**config.mk**
```make
export PLATFORM = sky130hd
export DESIGN_NAME = mlfq_fifo
export DESIGN_NICKNAME = d
export VERILOG_FILES = /design/src/hw/rtl/mlfq_pkg.sv /design/src/hw/rtl/mlfq_fifo.sv
export SDC_FILE = /design/constraint.sdc
export NUM_CORES = 1
export LEC_CHECK = 0
export CORE_MARGIN = 4
export CORE_UTILIZATION = 45
export DETAILED_ROUTE_END_ITERATION = 16
export DONT_BUFFER_PORTS = 1
export GPL_TIMING_DRIVEN = 0
export PLACE_DENSITY = 0.67
export SLEW_MARGIN = 5
export SYNTH_ARGS = -nofsm -noshare
export SYNTH_HDL_FRONTEND = slang
export SYNTH_SLANG_ARGS = --single-unit
```
**constraint.sdc**
```tcl
create_clock -name clk_i -period 8.3 [get_ports clk_i]
set_clock_uncertainty 0.1 [all_clocks]
set_input_delay 0.83 -clock clk_i [delete_from_list [all_inputs] [get_ports clk_i]]
set_output_delay 0.83 -clock clk_i [all_outputs]
set_load 0.01 [all_outputs]
```
**src/hw/rtl/mlfq_pkg.sv**
```systemverilog
// Shared types and constants of the feedback scheduler queues.
// Used by the FIFO, the heap level cell and the top level; no dependencies.
package mlfq_pkg;

  localparam int unsigned QUEUE_DEPTH_DEF = 64;
  localparam int unsigned TICK_BITS_DEF   = 32;

  localparam logic [3:0] TICKS_BOOST = 4'd4;

  typedef enum logic [1:0] {
    OP_FETCH = 2'd0,
    OP_PUSH  = 2'd1,
    OP_SIFT  = 2'd2
  } op_e;

  typedef struct packed {
    logic [5:0] pid;
    logic [3:0] ticks;
    logic [3:0] pri;
  } fifo_rec_t;

  typedef struct packed {
    logic push;
    logic pop;
    logic tkw;
  } fifo_ctl_t;

endpackage

```
**src/hw/rtl/mlfq_fifo.sv**
```systemverilog
// Round-robin FIFO of process records for one scheduler level.
// Depends on mlfq_pkg for the record and control types.
module mlfq_fifo
  import mlfq_pkg::*;
#(
  parameter int unsigned QUEUE_DEPTH = QUEUE_DEPTH_DEF,
  localparam int unsigned AW = $clog2(QUEUE_DEPTH),
  localparam int unsigned CW = $clog2(QUEUE_DEPTH + 1)
) (
  input  logic          clk_i,
  input  logic          rst_ni,
  input  fifo_ctl_t     ctl_i,
  input  fifo_rec_t     wr_i,
  input  logic [AW-1:0] off_i,
  output fifo_rec_t     rd_o,
  output logic [CW-1:0] cnt_o
);

  logic [AW-1:0] head_q, head_d;
  logic [CW-1:0] cnt_q, cnt_d;
  logic [AW-1:0] tail, tkw_addr;
  logic [9:0]    pp_mem [QUEUE_DEPTH];
  logic [3:0]    tk_mem [QUEUE_DEPTH];
  fifo_rec_t     rd_q;

  function automatic logic [AW-1:0] wrap(logic [AW:0] s);
    if (s >= (AW+1)'(QUEUE_DEPTH)) begin
      return AW'(s - (AW+1)'(QUEUE_DEPTH));
    end
    return AW'(s);
  endfunction

  assign tail     = wrap({1'b0, head_q} + (AW+1)'(cnt_q));
  assign tkw_addr = wrap({1'b0, head_q} + {1'b0, off_i});

  always_comb begin
    head_d = head_q;
    cnt_d  = cnt_q;
    if (ctl_i.push) begin
      cnt_d = cnt_q + CW'(1);
    end else if (ctl_i.pop) begin
      cnt_d  = cnt_q - CW'(1);
      head_d = wrap({1'b0, head_q} + (AW+1)'(1));
    end
  end

  always_ff @(posedge clk_i or negedge rst_ni) begin
    if (!rst_ni) begin
      head_q <= '0;
      cnt_q  <= '0;
    end else begin
      head_q <= head_d;
      cnt_q  <= cnt_d;
    end
  end

  always_ff @(posedge clk_i) begin
    if (ctl_i.push) begin
      pp_mem[tail] <= {wr_i.pid, wr_i.pri};
      tk_mem[tail] <= wr_i.ticks;
    end else if (ctl_i.tkw) begin
      tk_mem[tkw_addr] <= TICKS_BOOST;
    end
    if (ctl_i.pop) begin
      rd_q.pid   <= pp_mem[head_q][9:4];
      rd_q.pri   <= pp_mem[head_q][3:0];
      rd_q.ticks <= tk_mem[head_q];
    end
  end

  assign rd_o  = rd_q;
  assign cnt_o = cnt_q;

endmodule

```
After elaboration in Yosys (flattened, before gate mapping). Memories as Yosys holds them, arrays and structs flattened. A register that Yosys moved wholly into a read port is not among the register bits. Index checks and enable logic that the tools add are counted.

Bits in registers: 13. Memory bits (writable): 896. Input bits: 25. Output and inout port bits: 21. Logic and storage cells: 40. Memories kept: 2.

Memories: pp_mem (depth 64, width 10, rd ports 1, clocked after memory_dff 1, write ports 1, RTL line mlfq_fifo.sv:22) `logic [9:0] pp_mem [QUEUE_DEPTH];`; tk_mem (depth 64, width 4, rd ports 1, clocked after memory_dff 1, write ports 1, RTL line mlfq_fifo.sv:23) `logic [3:0] tk_mem [QUEUE_DEPTH];`.

Add/subtract/negate cells: 8. Order comparisons: 3. Mux-type cells: 21. Bitwise gates (word level): 1. Reduce and logical (&&, ||, !) cells: 3.

Operators by type and width (number): 6-bit 2-to-1 mux (7); 7-bit >= comparator, second input constant (3); 6-bit by 1-bit subtractor with 6-bit output, second input constant (3); 7-bit 2-to-1 mux (2); 1-bit 2-to-1 mux (11); 6-bit by 1-bit adder with 7-bit output, second input constant (1); 6-bit by 6-bit adder with 7-bit output (1); 6-bit by 7-bit adder with 7-bit output (1); 7-bit by 1-bit adder with 7-bit output, second input constant (1); 7-bit by 1-bit subtractor with 7-bit output, second input constant (1); 4-bit 2-to-1 mux (1); 4-bit OR reduction (1); 2-bit AND reduction (1); 2-bit nonzero test (1); 1-bit NOT (1).

Depth between registers and ports, before layout.
Depth after elaboration: 6. Mapped depth: 10. Depth with buffers taken out: 8.

Worst setup path before layout. No wires, ideal clock.

Kind: reg2reg. From: register cnt_q[0], in the netlist cnt_o[0]. To: memory pp_mem[48][0] (enable). Library setup time: 0.376 ns. Arrival time: 2.717 ns. Data required time: 7.824 ns. Slack: 5.106 ns. Stages on the path, launching flop included: 9. Path buffers: 0. Period minus slack after synthesis: 3.194 ns. Cells stage by stage: dfrtp_1 -> ha_1 -> fa_1 -> a21o_1 -> a21oi_2 -> xnor2_4 -> nor2b_1 -> nand2_1 -> nor2_1.

Word-level cells in the longest chain between the ends: 4. Elaborated cells on any way between the ends: 6. Those cells by class: add/sub: 2; order compare: 1; mux: 3.

Ends and longest elaborated chain: start: declaration (RTL line mlfq_fifo.sv:20) `logic [CW-1:0] cnt_q, cnt_d;`; start signal: assignment (RTL line mlfq_fifo.sv:53) `cnt_q <= cnt_d;`; 6-bit by 7-bit adder with 7-bit output * (RTL line mlfq_fifo.sv:33) `assign tail = wrap({1'b0, head_q} + (AW+1)'(cnt_q));`; 6-bit by 1-bit subtractor with 6-bit output / 7-bit >= comparator (equally long branches) (RTL line mlfq_fifo.sv:28, mlfq_fifo.sv:27); 6-bit 2-to-1 mux / 1-bit 2-to-1 mux (equally long branches) (RTL line mlfq_fifo.sv:27) `if (s >= (AW+1)'(QUEUE_DEPTH)) begin`; 6-bit 2-to-1 mux * (RTL line mlfq_fifo.sv:30) `return AW'(s);`; end: declaration (RTL line mlfq_fifo.sv:22).

Mark *: on every way between the ends. The rest lies on a longest branch, timed or not. The select of a mux whose other input is x is not followed.

Worst setup path after layout.
From: register cnt_q[0], in the netlist cnt_o[0]. To: memory pp_mem[45][4] (enable).

Same word-level chain as after synthesis.

==> impl_metrics.sql <==
INSERT INTO impl_metrics (metric_group, metric, value, unit) VALUES
('worst_hold_path', 'hold_path.class', 'input port to flip-flop', ''),
('timing', 'min_period_over_period', '50.42', '%'),
('floorplanning', 'die_h', '293.6', 'um'),
('synthesis', 'ys_seq_elements', '923', ''),
('routing', 'route.antenna.remaining_nets', '0', ''),
('synthesis', 'yosys_most_used_dff', 'edfxtp_1', ''),
('cts', 'cts_made_buffers', '91', ''),
('setup_path', 'startpoint_type', 'flip-flop', ''),
('grt', 'number_of_global_route_vias_before_repair', '18966', ''),
('synthesis', 'ys_types', '56', ''),
('routing', 'drt_first_iter_violations', '2501', ''),
('cts', 'cts.reportedPaths.clkPinSlew', '0.06', 'ns'),
('timing', 'unrepaired_setup_endpoints_after_global_routing', 'no', ''),
('synthesis', 'async_flop_share', '1.408', '%'),
('cts', 'clock_root_cell', 'clkbuf_16', ''),
('floorplanning', 'floorplan.rows', '104', ''),
('placed_design', 'place.port_buffers', '0', ''),
('timing', 'slew_headroom', '20.11', '%'),
('pwr', 'static-leakage-power', '0.01325', 'uW'),
('timing', 'finalWorstPathRequiredPeriod', '4.185', 'ns'),
('cts', 'level_count_of_the_clock_h_tree', '3', ''),
('synthesis', 'synth.yosys.seq_area_share', '75.35', '%'),
('job', 'drv_cap', '0', ''),
('cts', 'numClockSinks', '923', ''),
('pwr', 'cellPowerDensity', '380.3', 'nW/um^2'),
('cts', 'cts_max_path_buffers', '3', ''),
('floorplanning', 'die_area', '86190', 'sq um'),
('timing', 'worst_slew_pin_slew', '1.196', 'ns'),
('pwr', 'sw_frac_of_total', '35.67', '%'),
('grt', 'antenna_found_initial', '2', ''),
('synthesis', 'number_of_enable_flip_flop_cells_after_synthesis', '910', ''),
('routing', 'wl_per_instance', '31.65', 'um'),
('pwr', 'power_report.internal_total', '10080', 'uW'),
('grt', 'grt_pass1_wl', '138300', 'um'),
('pwr', 'power.combinational.fraction', '35.0', '%'),
('timing', 'setup_violations', '0', ''),
('floorplanning', 'die_width', '293.6', 'um'),
('timing', 'timing.final.hold_violations', '0', ''),
('floorplanning', 'pin_count', '46', ''),
('pwr', 'p_sw', '5589', 'uW'),
('routing', 'viasPerCell', '6.277', ''),
('floorplanning', 'placeableCoreArea', '80680', 'sq um'),
('synthesis', 'syn_area_per_cell', '20.05', 'sq um'),
('cells_and_area', 'fraction_of_layout_instances_using_a_drive_strength_above_1', '20.72', '%'),
('cts', 'tritoncts', 'done', ''),
('grt', 'grt_start_max_net_pins', '65', ''),
('cells_and_area', 'mostFrequentLayoutCell', 'edfxtp_1', ''),
('cts', 'postCtsResizedCells', '0', ''),
('cells_and_area', 'fill_cells', '6280', ''),
('cells_and_area', 'most_used_cells_in_the_layout_excluding_fill_and_tap_cells', '910 x edfxtp_1, 169 x mux4_2, 154 x mux2i_1, 112 x nor2_1, 93 x clkbuf_16', ''),
('synthesis', 'mappedNetlistArea', '36700', 'sq um'),
('timing', 'timing_max_transition_violations_final', '0', ''),
('routing', 'drc', '0', ''),
('setup_path', 'timing_worst_setup_path_type', 'flip-flop to flip-flop', ''),
('setup_path', 'setup.worst_path.end_class', 'flip-flop', ''),
('pwr', 'worst_ir_drop_vdd', '195.9', 'uV'),
('placed_design', 'place_hpwl', '63500', 'um'),
('setup_path', 'cp.arrival', '4.33', 'ns'),
('setup_path', 'path_max_fanout', '10', ''),
('routing', 'dr_total_vias', '19233', ''),
('synthesis', 'synthesis.instances', '1830', ''),
('cts', 'worst_skew_pair.late_latency', '0.64', 'ns'),
('floorplanning', 'starting_utilization_of_the_core_area', '45.49', '%'),
('timing', 'fin_setup_tns', '0', 'ns'),
('synthesis', 'yosys_warnings', '0', ''),
('placed_design', 'place_congestion', '0.8895', ''),
('run_status', 'outcome', 'completed', ''),
('pwr', 'pwr-share-seq', '37.8', '%'),
('synthesis', 'postSynthNetCount', '1874', ''),
('grt', 'overflow', '0', ''),
('cells_and_area', 'synthToLayoutAreaGrowth', '12.26', '%'),
('cells_and_area', 'layoutNonFillerInstCount', '3064', ''),
('placed_design', 'dpl.cell_count', '2894', ''),
('routing', 'drt_pass1_iterations', '7', ''),
('grt', 'grt_use_total', '22.52', '%'),
('timing', 'fmaxAchievable', '0.2390', 'GHz'),
('routing', 'routed_wirelength', '96990', 'um'),
('pwr', 'clock_power_share', '27.1', '%'),
('cells_and_area', 'nNetsFinal', '1972', ''),
('setup_path', 'critPathRequiredTime', '8.44', 'ns');
-- kinds of logic after synthesis --
| kind of cell | after synthesis | share of synthesized area, % |
|---|---|---|
| xor+xnor | 21 | 0.6444 |
| compound gates | 221 | 4.252 |
| fa+ha+maj | 19 | 0.7091 |
| flops | 923 | 75.35 |
| mux | 325 | 14.63 |
| simple gates | 227 | 2.925 |
| buf+inv | 94 | 1.490 |
-- worst max-delay path, cell delays in order, from the launching register on --
cell,delay [ns]
dfrtp_1,0.48
ha_1,0.30
fa_1,0.48
nor2_1,0.54
nand3_1,0.78
nor2_1,1.10
-- sequential cells by signal, indices dropped and copies added (netlist names) --
signal  flops
cnt_o       7
tk_mem    256
rd_o       14
pp_mem    640
head_q      6
-- timing repair --
action | CTS | global route
hold buffers | 1 | 0
buffers inserted | 0 | 0
hold endpoints to repair | 13 | 0
-- worst paths after layout --
check	start	to	slack [ns]	depth (start not counted)
min in group asynchronous	rst_ni	cnt_o[4]	0.59	1
max	cnt_o[0]	pp_mem[45][4]	4.12	5
min	wr_i[10]	pp_mem[14][6]	0.20	0
min reg2reg	cnt_o[6]	cnt_o[6]	0.46	1
max in group asynchronous	rst_ni	head_q[3]	7.05	1
max reg2reg	cnt_o[0]	pp_mem[45][4]	4.12	5
-- through the flow --
| stage | util [%] | cell area, sq um | total power (uW) | worst slack, ns | hold slack, ns |
|---|---|---|---|---|---|
| detailed placement | 47.24 | 38110 | 11420 | 4.052 | 0.4349 |
| global placement | 47.13 | 38030 | 11290 | 4.151 | 0.4349 |
| CTS | 51.06 | 41200 | 15650 | 4.199 | 0.1723 |
| global route | 51.06 | 41200 | 16170 | 4.140 | 0.1794 |
| finish | 51.07 | 41200 | 15670 | 4.115 | 0.2015 |
| floorplan | - | 36700 | 9392 | 5.106 | 0.4084 |
-- per-layer routing --
metal / up-vias / global-route usage, % / wire (um)
met5: - / 0 / 18
met4: 2 / 7.828 / 3583
met3: 196 / 5.072 / 10060
met2: 1197 / 35.70 / 45910
met1: 10059 / 31.23 / 37420
li1: 7779 / - / -
-- synthesized netlist by cell type (all sizes together) (8+ instances only) --
cell / number / area [sq um]
a211oi: 57 / 437.9
a21oi: 38 / 205.2
a22oi: 32 / 295.3
buf: 73 / 468.0
clkbuf: 16 / 60.06
dfrtp: 13 / 325.3
edfxtp: 910 / 27330
ha: 16 / 200.2
mux2i: 154 / 1541
mux4: 169 / 3806
nand2: 32 / 150.1
nand3: 8 / 40.04
nor2: 113 / 426.7
nor3: 47 / 245.2
o21ai: 19 / 95.09
o22ai: 57 / 381.6
xnor2: 13 / 140.1
xor2: 8 / 96.35
-- cell type report --
class,count,area (sq um),area share [%]
antenna,1,2.502,0.006074
buffer,89,528.0,1.282
clock buffer,107,2380,5.776
clock inverter,61,694.4,1.686
inverter,5,18.77,0.04556
multi-input combinational,813,8507,20.65
sequential,923,27650,67.12
tap,1060,1326,3.219
timing repair buffer,5,90.09,0.2187
-- power by group through the flow --
| stage | Clock [uW] | Sequential, uW | Combinational (uW) |
|---|---|---|---|
| finish | 4250 | 5930 | 5490 |
| detailed placement | 0 | 6020 | 5400 |
| global placement | 0 | 5990 | 5300 |
| floorplan | 0 | 5950 | 3440 |
| CTS | 4290 | 5930 | 5430 |
| global route | 4500 | 5960 | 5710 |
(Power assumes the default switching activity.)
