File: src/hw/rtl/mlfq_pkg.sv
// Shared types and constants of the feedback scheduler queues.
// Used by the FIFO, the heap level cell and the top level; no dependencies.
package mlfq_pkg;

  localparam int unsigned QUEUE_DEPTH_DEF = 64;
  localparam int unsigned TICK_BITS_DEF   = 32;

  localparam logic [3:0] TICKS_BOOST = 4'd4;

  typedef enum logic [1:0] {
    OP_FETCH = 2'd0,
    OP_PUSH  = 2'd1,
    OP_SIFT  = 2'd2
  } op_e;

  typedef struct packed {
    logic [5:0] pid;
    logic [3:0] ticks;
    logic [3:0] pri;
  } fifo_rec_t;

  typedef struct packed {
    logic push;
    logic pop;
    logic tkw;
  } fifo_ctl_t;

endpackage

File: src/hw/rtl/mlfq_cell.sv
// One level of the level-two min-heap: holds that level's entries and passes
// fetch, push and sift operations down to the next level. Depends on mlfq_pkg.
module mlfq_cell
  import mlfq_pkg::*;
#(
  parameter int unsigned QUEUE_DEPTH = QUEUE_DEPTH_DEF,
  parameter int unsigned TICK_BITS   = TICK_BITS_DEF,
  parameter int unsigned K           = 0,
  localparam int unsigned PW = $clog2(QUEUE_DEPTH + 1),
  localparam int unsigned LW = $clog2(PW),
  localparam int unsigned SZ = ((2 ** K) < (QUEUE_DEPTH + 1 - (2 ** K))) ?
                               (2 ** K) : (QUEUE_DEPTH + 1 - (2 ** K)),
  localparam int unsigned IW = (SZ > 1) ? $clog2(SZ) : 1,
  localparam int unsigned RW = 14 + TICK_BITS,
  localparam int unsigned TW = 1 + 2 + RW + PW + LW + PW + 1,
  localparam int unsigned UW = 1 + PW + RW
) (
  input  logic          clk_i,
  input  logic          rst_ni,
  input  logic [TW-1:0] tok_i,
  output logic [TW-1:0] tok_o,
  input  logic [UW-1:0] upw_i,
  output logic [UW-1:0] upw_o,
  output logic          done_o,
  output logic [RW-1:0] resp_o
);

  typedef struct packed {
    logic [5:0]           pid;
    logic [3:0]           ticks;
    logic [3:0]           pri;
    logic [TICK_BITS-1:0] tk;
  } rec_t;

  typedef struct packed {
    logic          vld;
    op_e           op;
    rec_t          carry;
    logic [PW-1:0] pos;
    logic [LW-1:0] lvl;
    logic [PW-1:0] cnt;
    logic          ins;
  } tok_t;

  typedef struct packed {
    logic          vld;
    logic [PW-1:0] pos;
    rec_t          rec;
  } upw_t;

  localparam logic [PW:0] MASK = (PW+1)'((1 << K) - 1);

  tok_t          tin, tok_q, tok_dn_q, dn_d;
  upw_t          uin, uout;
  rec_t          mem [SZ];
  rec_t          rd_a_q, rd_b_q, best;
  logic [IW-1:0] idx_a, idx_b, idx_a_q;
  logic [PW-1:0] cur_pos;
  logic          own_we, lv_ok, rv_ok, sel_l, sel_r;

  function automatic logic [IW-1:0] idx_of(logic [PW:0] p);
    return IW'(p & MASK);
  endfunction

  function automatic logic after(rec_t a, rec_t b);
    if (a.pri != b.pri) begin
      return a.pri > b.pri;
    end
    return a.tk > b.tk;
  endfunction

  assign tin = tok_i;
  assign uin = upw_i;

  always_comb begin
    cur_pos = tin.pos;
    if (tin.op == OP_PUSH) begin
      cur_pos = tin.pos >> (tin.lvl - LW'(K));
    end
    idx_a = (tin.op == OP_SIFT) ? idx_of({tin.pos, 1'b0}) : idx_of({1'b0, cur_pos});
    idx_b = idx_of({tin.pos, 1'b1});
  end

  always_ff @(posedge clk_i) begin
    if (uin.vld) begin
      mem[idx_of({1'b0, uin.pos})] <= uin.rec;
    end else if (own_we) begin
      mem[idx_a_q] <= tok_q.carry;
    end
    if (tin.vld) begin
      rd_a_q  <= mem[idx_a];
      rd_b_q  <= mem[idx_b];
      idx_a_q <= idx_a;
    end
  end

  always_comb begin
    dn_d     = tok_q;
    dn_d.vld = 1'b0;
    uout     = '0;
    own_we   = 1'b0;
    done_o   = 1'b0;
    resp_o   = '0;
    lv_ok    = {tok_q.pos, 1'b0} <= {1'b0, tok_q.cnt};
    rv_ok    = {tok_q.pos, 1'b1} <= {1'b0, tok_q.cnt};
    sel_l    = lv_ok && after(tok_q.carry, rd_a_q);
    best     = sel_l ? rd_a_q : tok_q.carry;
    sel_r    = rv_ok && after(best, rd_b_q);
    if (tok_q.vld) begin
      case (tok_q.op)
        OP_FETCH: begin
          if (tok_q.lvl == LW'(K)) begin
            done_o = 1'b1;
            resp_o = rd_a_q;
          end else begin
            dn_d.vld = 1'b1;
          end
        end
        OP_PUSH: begin
          if (tok_q.lvl == LW'(K)) begin
            own_we = 1'b1;
            done_o = 1'b1;
          end else begin
            dn_d.vld = 1'b1;
            if (tok_q.ins || after(rd_a_q, tok_q.carry)) begin
              own_we     = 1'b1;
              dn_d.carry = rd_a_q;
              dn_d.ins   = 1'b1;
            end
          end
        end
        OP_SIFT: begin
          if (K == 0) begin
            dn_d.vld = 1'b1;
          end else begin
            uout.vld = 1'b1;
            uout.pos = tok_q.pos;
            if (sel_r) begin
              uout.rec = rd_b_q;
              dn_d.vld = 1'b1;
              dn_d.pos = PW'({tok_q.pos, 1'b1});
            end else if (sel_l) begin
              uout.rec = rd_a_q;
              dn_d.vld = 1'b1;
              dn_d.pos = PW'({tok_q.pos, 1'b0});
            end else begin
              uout.rec = tok_q.carry;
              done_o   = 1'b1;
            end
          end
        end
        default: ;
      endcase
    end
  end

  always_ff @(posedge clk_i or negedge rst_ni) begin
    if (!rst_ni) begin
      tok_q    <= '0;
      tok_dn_q <= '0;
    end else begin
      tok_q    <= tin;
      tok_dn_q <= dn_d;
    end
  end

  assign tok_o = tok_dn_q;
  assign upw_o = uout;

endmodule

File: config.mk
export PLATFORM = sky130hd
export DESIGN_NAME = mlfq_cell
export DESIGN_NICKNAME = d
export VERILOG_FILES = /design/src/hw/rtl/mlfq_pkg.sv /design/src/hw/rtl/mlfq_cell.sv
export SDC_FILE = /design/constraint.sdc
export NUM_CORES = 1
export LEC_CHECK = 0
export BUFFER_PORTS_ARGS = -buffer_cell sky130_fd_sc_hd__buf_2
export CAP_MARGIN = 20
export CORE_AREA = 2 2 137 139
export CTS_BUF_LIST = sky130_fd_sc_hd__clkbuf_8 sky130_fd_sc_hd__clkbuf_16
export CTS_CLUSTER_SIZE = 8
export DETAILED_ROUTE_END_ITERATION = 10
export DIE_AREA = 0 0 139 141
export GPL_ROUTABILITY_DRIVEN = 0
export GPL_TIMING_DRIVEN = 1
export PLACE_DENSITY = 0.79
export SYNTH_ARGS = -nofsm -noshare
export SYNTH_HDL_FRONTEND = slang
export SYNTH_SLANG_ARGS = --single-unit
File: constraint.sdc
create_clock -name clk_i -period 4.9 [get_ports clk_i]
set_input_delay 0.49 -clock clk_i [delete_from_list [all_inputs] [get_ports clk_i]]
set_output_delay 0.49 -clock clk_i [all_outputs]
set_load 0.005 [all_outputs]
### Yosys cells after proc, flatten, opt, wreduce, memory -nomap -nowiden

Memories as Yosys holds them, arrays and structs flattened. A register that Yosys moved wholly into a read port is not among the register bits.
Index checks and enable logic that the tools add are counted.

| word-level totals | value |
|---|---|
| memory bits (writable) | 46 |
| output and inout bits | 168 |
| bits in registers | 134 |
| input bits | 123 |
| word-level logic and storage cells | 68 |
| memories kept | 1 |

Memories:

| memory | depth | width | read ports | clocked after memory_dff | write ports | line | source |
|---|---|---|---|---|---|---|---|
| mem | 1 | 46 | 1 | 1 | 1 | mlfq_cell.sv:55 | `rec_t mem [SZ];` |

| operators by class | value |
|---|---|
| eq/ne operators | 3 |
| multiplexer cells | 37 |
| reductions and logical operators | 5 |
| $lt $le $gt $ge | 2 |

Operators by type and width:

| cell | number |
|---|---|
| 46-bit two-way mux | 7 |
| 53-bit two-way mux | 1 |
| 46-bit OR reduction | 1 |
| 32-bit greater-than comparator | 1 |
| 1-bit two-way mux | 28 |
| 4-bit greater-than comparator | 1 |
| 4-bit != test | 1 |
| 3-bit logical NOT | 1 |
| 2-bit by 1-bit == test with 1-bit output, second input constant | 1 |
| 2-bit == test, second input constant | 1 |
| 2-bit logical NOT | 1 |
| 1-bit one-hot mux with 2 select lines | 1 |
| 2-bit OR reduction | 1 |
| 1-bit logical OR | 1 |

### Longest topological paths before layout

| logic depth | value |
|---|---|
| depth in word-level cells | 19 |
| gate-level depth with buffers | 11 |
| depth with buffers taken out | 9 |

### Least setup slack after synthesis

No wires, ideal clock.

| timing | value |
|---|---|
| path type | register -> register |
| start point | register, netlist name rd_a_q[14] |
| end point | memory mem[0][0] (netlist bit), enable pin |
| setup slack | 631 ps |
| path buffers | 0 |
| period minus slack after synthesis | 4269 ps |
| stages on the path, launching flop included | 9 |
| setup time | 459 ps |
| required time | 4441 ps |
| arrival time | 3810 ps |
| path through | edfxtp_1 ha_1 nand4_1 or3_1 a21oi_1 nand4b_1 a22o_1 nor2_1 o21bai_1 |

| between the ends | value |
|---|---|
| cells in the longest elaborated chain, start to end | 15 |

RTL lines:

| element | line | source |
|---|---|---|
| 32-bit greater-than comparator * | mlfq_cell.sv:69 | `return a.tk > b.tk;` |
| 1-bit two-way mux * | mlfq_cell.sv:69 |  |
| 1-bit two-way mux * | mlfq_cell.sv:120 | `if (tok_q.lvl == LW'(K)) begin` |
| 1-bit two-way mux * | mlfq_cell.sv:110 | `case (tok_q.op)` |
| 1-bit two-way mux * | mlfq_cell.sv:109 | `if (tok_q.vld) begin` |
| 1-bit logical OR * | mlfq_cell.sv:125 | `if (tok_q.ins \|\| after(rd_a_q, tok_q.carry)) begin` |
| 1-bit two-way mux * | mlfq_cell.sv:125 |  |
| 1-bit two-way mux * | mlfq_cell.sv:120 |  |
| 1-bit two-way mux * | mlfq_cell.sv:110 |  |
| 1-bit two-way mux * | mlfq_cell.sv:109 |  |
| 1-bit two-way mux * | mlfq_cell.sv:87 | `end else if (own_we) begin` |
| 1-bit two-way mux * | mlfq_cell.sv:85 | `if (uin.vld) begin` |
| 1-bit two-way mux (implied by the code) * | mlfq_cell.sv:88 | `mem[idx_a_q] <= tok_q.carry;` |
| 46-bit OR reduction (no source line) | -- |  |
| 1-bit two-way mux (no source line) * | -- |  |
| to (decl) | mlfq_cell.sv:55 |  |

Every way passes the cells marked *; elsewhere a longest branch is shown, timed or not. The select of a mux whose other input is x is not followed.

### Final worst setup path

| timing | value |
|---|---|
| start point | register tok_q[40] (netlist bit) |
| end point | memory mem[0][45] (netlist bit), data pin |

| between the ends | value |
|---|---|
| cells in the longest elaborated chain, start to end | 15 |

RTL lines:

| element | line | source |
|---|---|---|
| from (decl) | mlfq_cell.sv:53 | `tok_t tin, tok_q, tok_dn_q, dn_d;` |
| from (signal assigned) | mlfq_cell.sv:162 | `tok_q <= tin;` |
| 32-bit greater-than comparator | mlfq_cell.sv:69 |  |
| 1-bit two-way mux | mlfq_cell.sv:69 |  |
| 1-bit two-way mux | mlfq_cell.sv:120 |  |
| 1-bit two-way mux | mlfq_cell.sv:110 |  |
| 1-bit two-way mux | mlfq_cell.sv:109 |  |
| 1-bit logical OR | mlfq_cell.sv:125 |  |
| 1-bit two-way mux | mlfq_cell.sv:125 |  |
| 1-bit two-way mux | mlfq_cell.sv:120 |  |
| 1-bit two-way mux | mlfq_cell.sv:110 |  |
| 1-bit two-way mux | mlfq_cell.sv:109 |  |
| 1-bit two-way mux | mlfq_cell.sv:87 |  |
| 1-bit two-way mux | mlfq_cell.sv:85 |  |
| 1-bit two-way mux (implied by the code) | mlfq_cell.sv:88 |  |
| 46-bit OR reduction (no source line) | -- |  |
| 46-bit two-way mux (no source line) | -- |  |

No other way between the ends. The select of a mux whose other input is x is not followed.

==> metrics.sh <==
CLOCK_TREE_FROM_TRITONCTS='built'
POSTSYNTHAREAPERCELL_SQ_UM=15.8
FINAL_LAYOUT_SIZE_SUFFIX_GT1_SHARE_PCT=43.0
RSZ_0062_RAISED_AFTER_GLOBAL_ROUTING='false'
CTS.SINK_COUNT=226
MAXSLEWVIOLCOUNT=0
DIE-AREA_SQ_MM=0.0196
DESIGN_AREA_SQ_MM=0.0114
MULTI_INPUT_COMB_AREA_SQ_MM=0.00258
DETAIL_ROUTE.WIRELENGTH_UM=19000
WORSTMARGINPINSLEW_NS=0.956
DRTANTENNAVIOLNETS=0
HTREEDEPTH=2
SYNTH-ASYNC-RESET-RATIO_PCT=59.3
PLACEABLECOREAREA_SQ_MM=0.0183
POSTSYNTHCELLCOUNT=580
AREA_GROWTH_SYN_TO_LAYOUT_PCT=24.4
CRITICAL_PATH.CELL_CHAIN='inv_1 > ha_1 > nand4_1 > nor4_1 > a31oi_1 > and2_1 > a22o_1 > o21ai_4 > buf_12 > mux2_2'
POSTSYNTHREGISTERBITS=226
WORST_CLOCK_SKEW_NS=0.0177
SYNTH_COMPOUND_GATE_AREA_SHARE_PCT=2.27
CRITPATHBUFINV=2
CRITICAL_PATH.MAX_FANOUT=19
LAYOUT.FILLER_CELLS=1355
DRT_DRC_VIOLATIONS_LEFT=0
DIE_HEIGHT_UM=141
WORSTSETUPSTARTPOINTTYPE='register'
WORST_PATH_REQUIRED_TIME_NS=5.15
YS_WARN_COUNT=0
GRT_OVERFLOW_TOTAL=0
YS_TYPES=39
SLOWEST_DELAY_NS=0.60
SYNTHFLOPTYPE='sky130_fd_sc_hd__dfrtp_1'
GROUTE.USAGE.OVERALL_PCT=19.7
LARGEST_NET_DEGREE_AT_THE_START_OF_GLOBAL_ROUTING=98
IO_BUFFERS=229
VIAS=5270
CP-END-KIND='register'
LAYOUT_WORST_PATH_CYCLE_SHARE_PCT=72.9
DRT-WIRELENGTH-PER-CELL_UM=17.3
STATIC-LEAKAGE-POWER_uW=0.00556
CTS.CLK_SLEW.WORST_PATHS_NS=0.05
VIA_PER_INST=4.81
DR.FIRST_ITER.DRC_COUNT=194
NUM-NETS-FINAL=995
HOLD_PATH.CLASS='input port to asynchronous set/reset pin'
POWER_DENSITY_mW_PER_MM2=402
COMBINATIONAL_FAMILY_WITH_THE_MOST_AREA_AFTER_SYNTHESIS='multiplexers'
STATUS='finished, final reports clean'
FLOORPLAN.INITIALDENSITY_PCT=50.0
SYNTH_ENABLE_FLOP_CELLS=92
PLACEDINSTANCEAREA_SQ_MM=0.0103
POWER.IR.VDD_WORST_V=0.000384
POST_SYNTH_FA_HA_MAJ_AREA_FRACTION_PCT=4.93
CTS.HOLD.BUFFERS_ADDED=0
SYNTH_SIMPLE_GATE_AREA_SHARE_PCT=5.54
MAX-CAP-VIOLATIONS=0
CLOCK_ROOT_BUFFER='sky130_fd_sc_hd__clkbuf_16'
DRT_PASS1_ITERATIONS=4
DIE_WD_UM=139
MAXSLEWHEADROOM_PCT=36.1
FMAXACHIEVABLE_GHz=0.280
SYN_AREA_SQ_MM=0.00914
CTS_INSERTED_BUFFERS=34
WORST-SETUP-PATH-TYPE='register to register'
ANTENNA_FOUND_INITIAL=1
MUXSHAREOFSYNTHAREA_PCT=13.0
SETUP-VIOLATIONS-FINAL=0
NUMBER_OF_RESIZED_INSTANCES_IN_THE_POST_CTS_REPAIR_STEP=0
CRITPATHTOPFAMILY='compound AO/OA/AOI/OAI gates'
SEQUENTIAL_TO_TOTAL_AREA_SHARE_FROM_YOSYS_STAT_PCT=66.9
WORST-ENDPOINT-ARRIVAL_NS=3.82
IOS=291
FINALHOLDVIOLCOUNT=0
FINALSETUPTNS_NS=0
XOR_XNOR_SHARE_OF_THE_SYNTHESIZED_AREA_PCT=0
CTS_SETUP_BUFFERS=0
SEQCELLAREA_SQ_MM=0.00612
FIRST_PASS_GRT_WIRE_LENGTH_UM=29900
CTS_BUFFER_DEPTH=3
NUM_ROWS=50
CLOCK_LATENCY_NS=0.50
GRT_PASS1_VIAS=5701
DP.FINAL_HPWL_UM=12700
SLOWEST_STAGE='sky130_fd_sc_hd__o21ai_4'
PERIOD_MINUS_SLACK_NS=3.57
[state kept, by name (all words and copies together) (netlist names)]
signal  count
dn_d       12
rd_a_q     46
mem        46
tok_q      55
tok_o      67
[path summary, 6_finish.rpt]
check	startpoint	end	slack [ns]	cells after the start
min reg2reg	tok_q[17]	tok_o[17]	0.35	0
min	rst_ni	tok_q[11]	0.06	1
max in group asynchronous	rst_ni	tok_q[18]	3.77	2
max	tok_q[40]	mem[0][45]	1.33	10
max reg2reg	tok_q[40]	mem[0][45]	1.33	10
min in group clk_i	tok_i[55]	tok_q[55]	0.09	1
[cells in the mapped netlist (all sizes together), types with 2 or more instances]
cell type | count | area [sq um]
a21oi | 17 | 85.1
and2 | 47 | 294
buf | 64 | 514
clkbuf | 4 | 15.0
dfrtp | 134 | 3350
edfxtp | 92 | 2760
ha | 36 | 450
inv | 37 | 139
mux2 | 92 | 1190
nand2 | 10 | 37.5
nand2b | 2 | 12.5
nand3 | 3 | 15.0
nand4 | 9 | 56.3
nor2 | 5 | 18.8
nor2b | 3 | 18.8
o21ai | 6 | 41.3
or3 | 2 | 12.5
[cell type report]
cell class              count  share of cell area [%]
diodes                      1                  0.0220
clock buffers              35                    7.70
clock inverters            25                    1.09
inverters                  37                    1.22
multi-input cells         302                    22.7
flip-flops and latches    226                    53.8
well taps                 234                    2.58
repair buffers            235                    10.9
[cells in the final DEF (no fill, tap or decap), types with 2 or more instances in the layout]
cell type | Yosys | final
sky130_fd_sc_hd__buf_2 | 5 | 228
sky130_fd_sc_hd__dfrtp_1 | 134 | 134
sky130_fd_sc_hd__edfxtp_1 | 92 | 92
sky130_fd_sc_hd__inv_1 | 37 | 59
sky130_fd_sc_hd__conb_1 | 1 | 54
sky130_fd_sc_hd__mux2_2 | 52 | 52
sky130_fd_sc_hd__and2_1 | 47 | 47
sky130_fd_sc_hd__mux2_4 | 40 | 40
sky130_fd_sc_hd__ha_1 | 36 | 36
sky130_fd_sc_hd__clkbuf_16 | 0 | 35
sky130_fd_sc_hd__a21oi_1 | 17 | 16
sky130_fd_sc_hd__nand2_1 | 10 | 10
sky130_fd_sc_hd__nand4_1 | 9 | 9
sky130_fd_sc_hd__o21ai_0 | 5 | 5
sky130_fd_sc_hd__nor2_1 | 5 | 5
sky130_fd_sc_hd__nand3_1 | 3 | 3
sky130_fd_sc_hd__buf_12 | 4 | 3
sky130_fd_sc_hd__buf_4 | 54 | 3
sky130_fd_sc_hd__nor2b_1 | 3 | 2
sky130_fd_sc_hd__or3_1 | 2 | 2
sky130_fd_sc_hd__nand2b_1 | 2 | 2
sky130_fd_sc_hd__clkinv_8 | 0 | 2
[metal layers]
layer | vias to the layer above | track usage [%] | part of all wire, %
met5 | - | 0 | 0
met4 | 0 | 6.11 | 2.2
met3 | 39 | 6.93 | 8.8
met2 | 250 | 34.5 | 50
met1 | 2537 | 22.8 | 39
li1 | 2444 | - | -
[metrics by stage]
step                worst slack (ns)  instances  utilization, %  power (uW)  hold slack [ns]
floorplan                      0.631        633               -        2370            0.194
global placement                1.27       1033            56.6        2500            0.332
detailed placement              1.22       1033            56.6        2510            0.336
CTS                             1.21       1093            62.1        4620           0.0784
global route                   0.953       1094            62.2        4760           0.0762
finish                          1.33       1095            62.2        4570           0.0614
[cells by family (layout without fill, tap and decap cells)]
family          Yosys count  in the layout
simple gates             87             87
fa+ha+maj                36             36
compound gates           33             33
flops                   226            226
buf+inv                 105            332
mux                      92             92
other cells               1             55
[worst register-to-register path: stages, from the launching register on]
cell,delay [ns]
sky130_fd_sc_hd__dfrtp_1,0.40
sky130_fd_sc_hd__inv_1,0.07
sky130_fd_sc_hd__ha_1,0.30
sky130_fd_sc_hd__nand4_1,0.16
sky130_fd_sc_hd__nor4_1,0.51
sky130_fd_sc_hd__a31oi_1,0.20
sky130_fd_sc_hd__and2_1,0.21
sky130_fd_sc_hd__a22o_1,0.24
sky130_fd_sc_hd__o21ai_4,0.60
sky130_fd_sc_hd__buf_12,0.29
sky130_fd_sc_hd__mux2_2,0.36
[power breakdown]
group	switching (uW)	total [uW]	internal [uW]
sequential	53.1	2160	2110
combinational	162	318	156
clock	805	2090	1280
total	1020	4570	3550
Power figures use the tool's default switching activity.
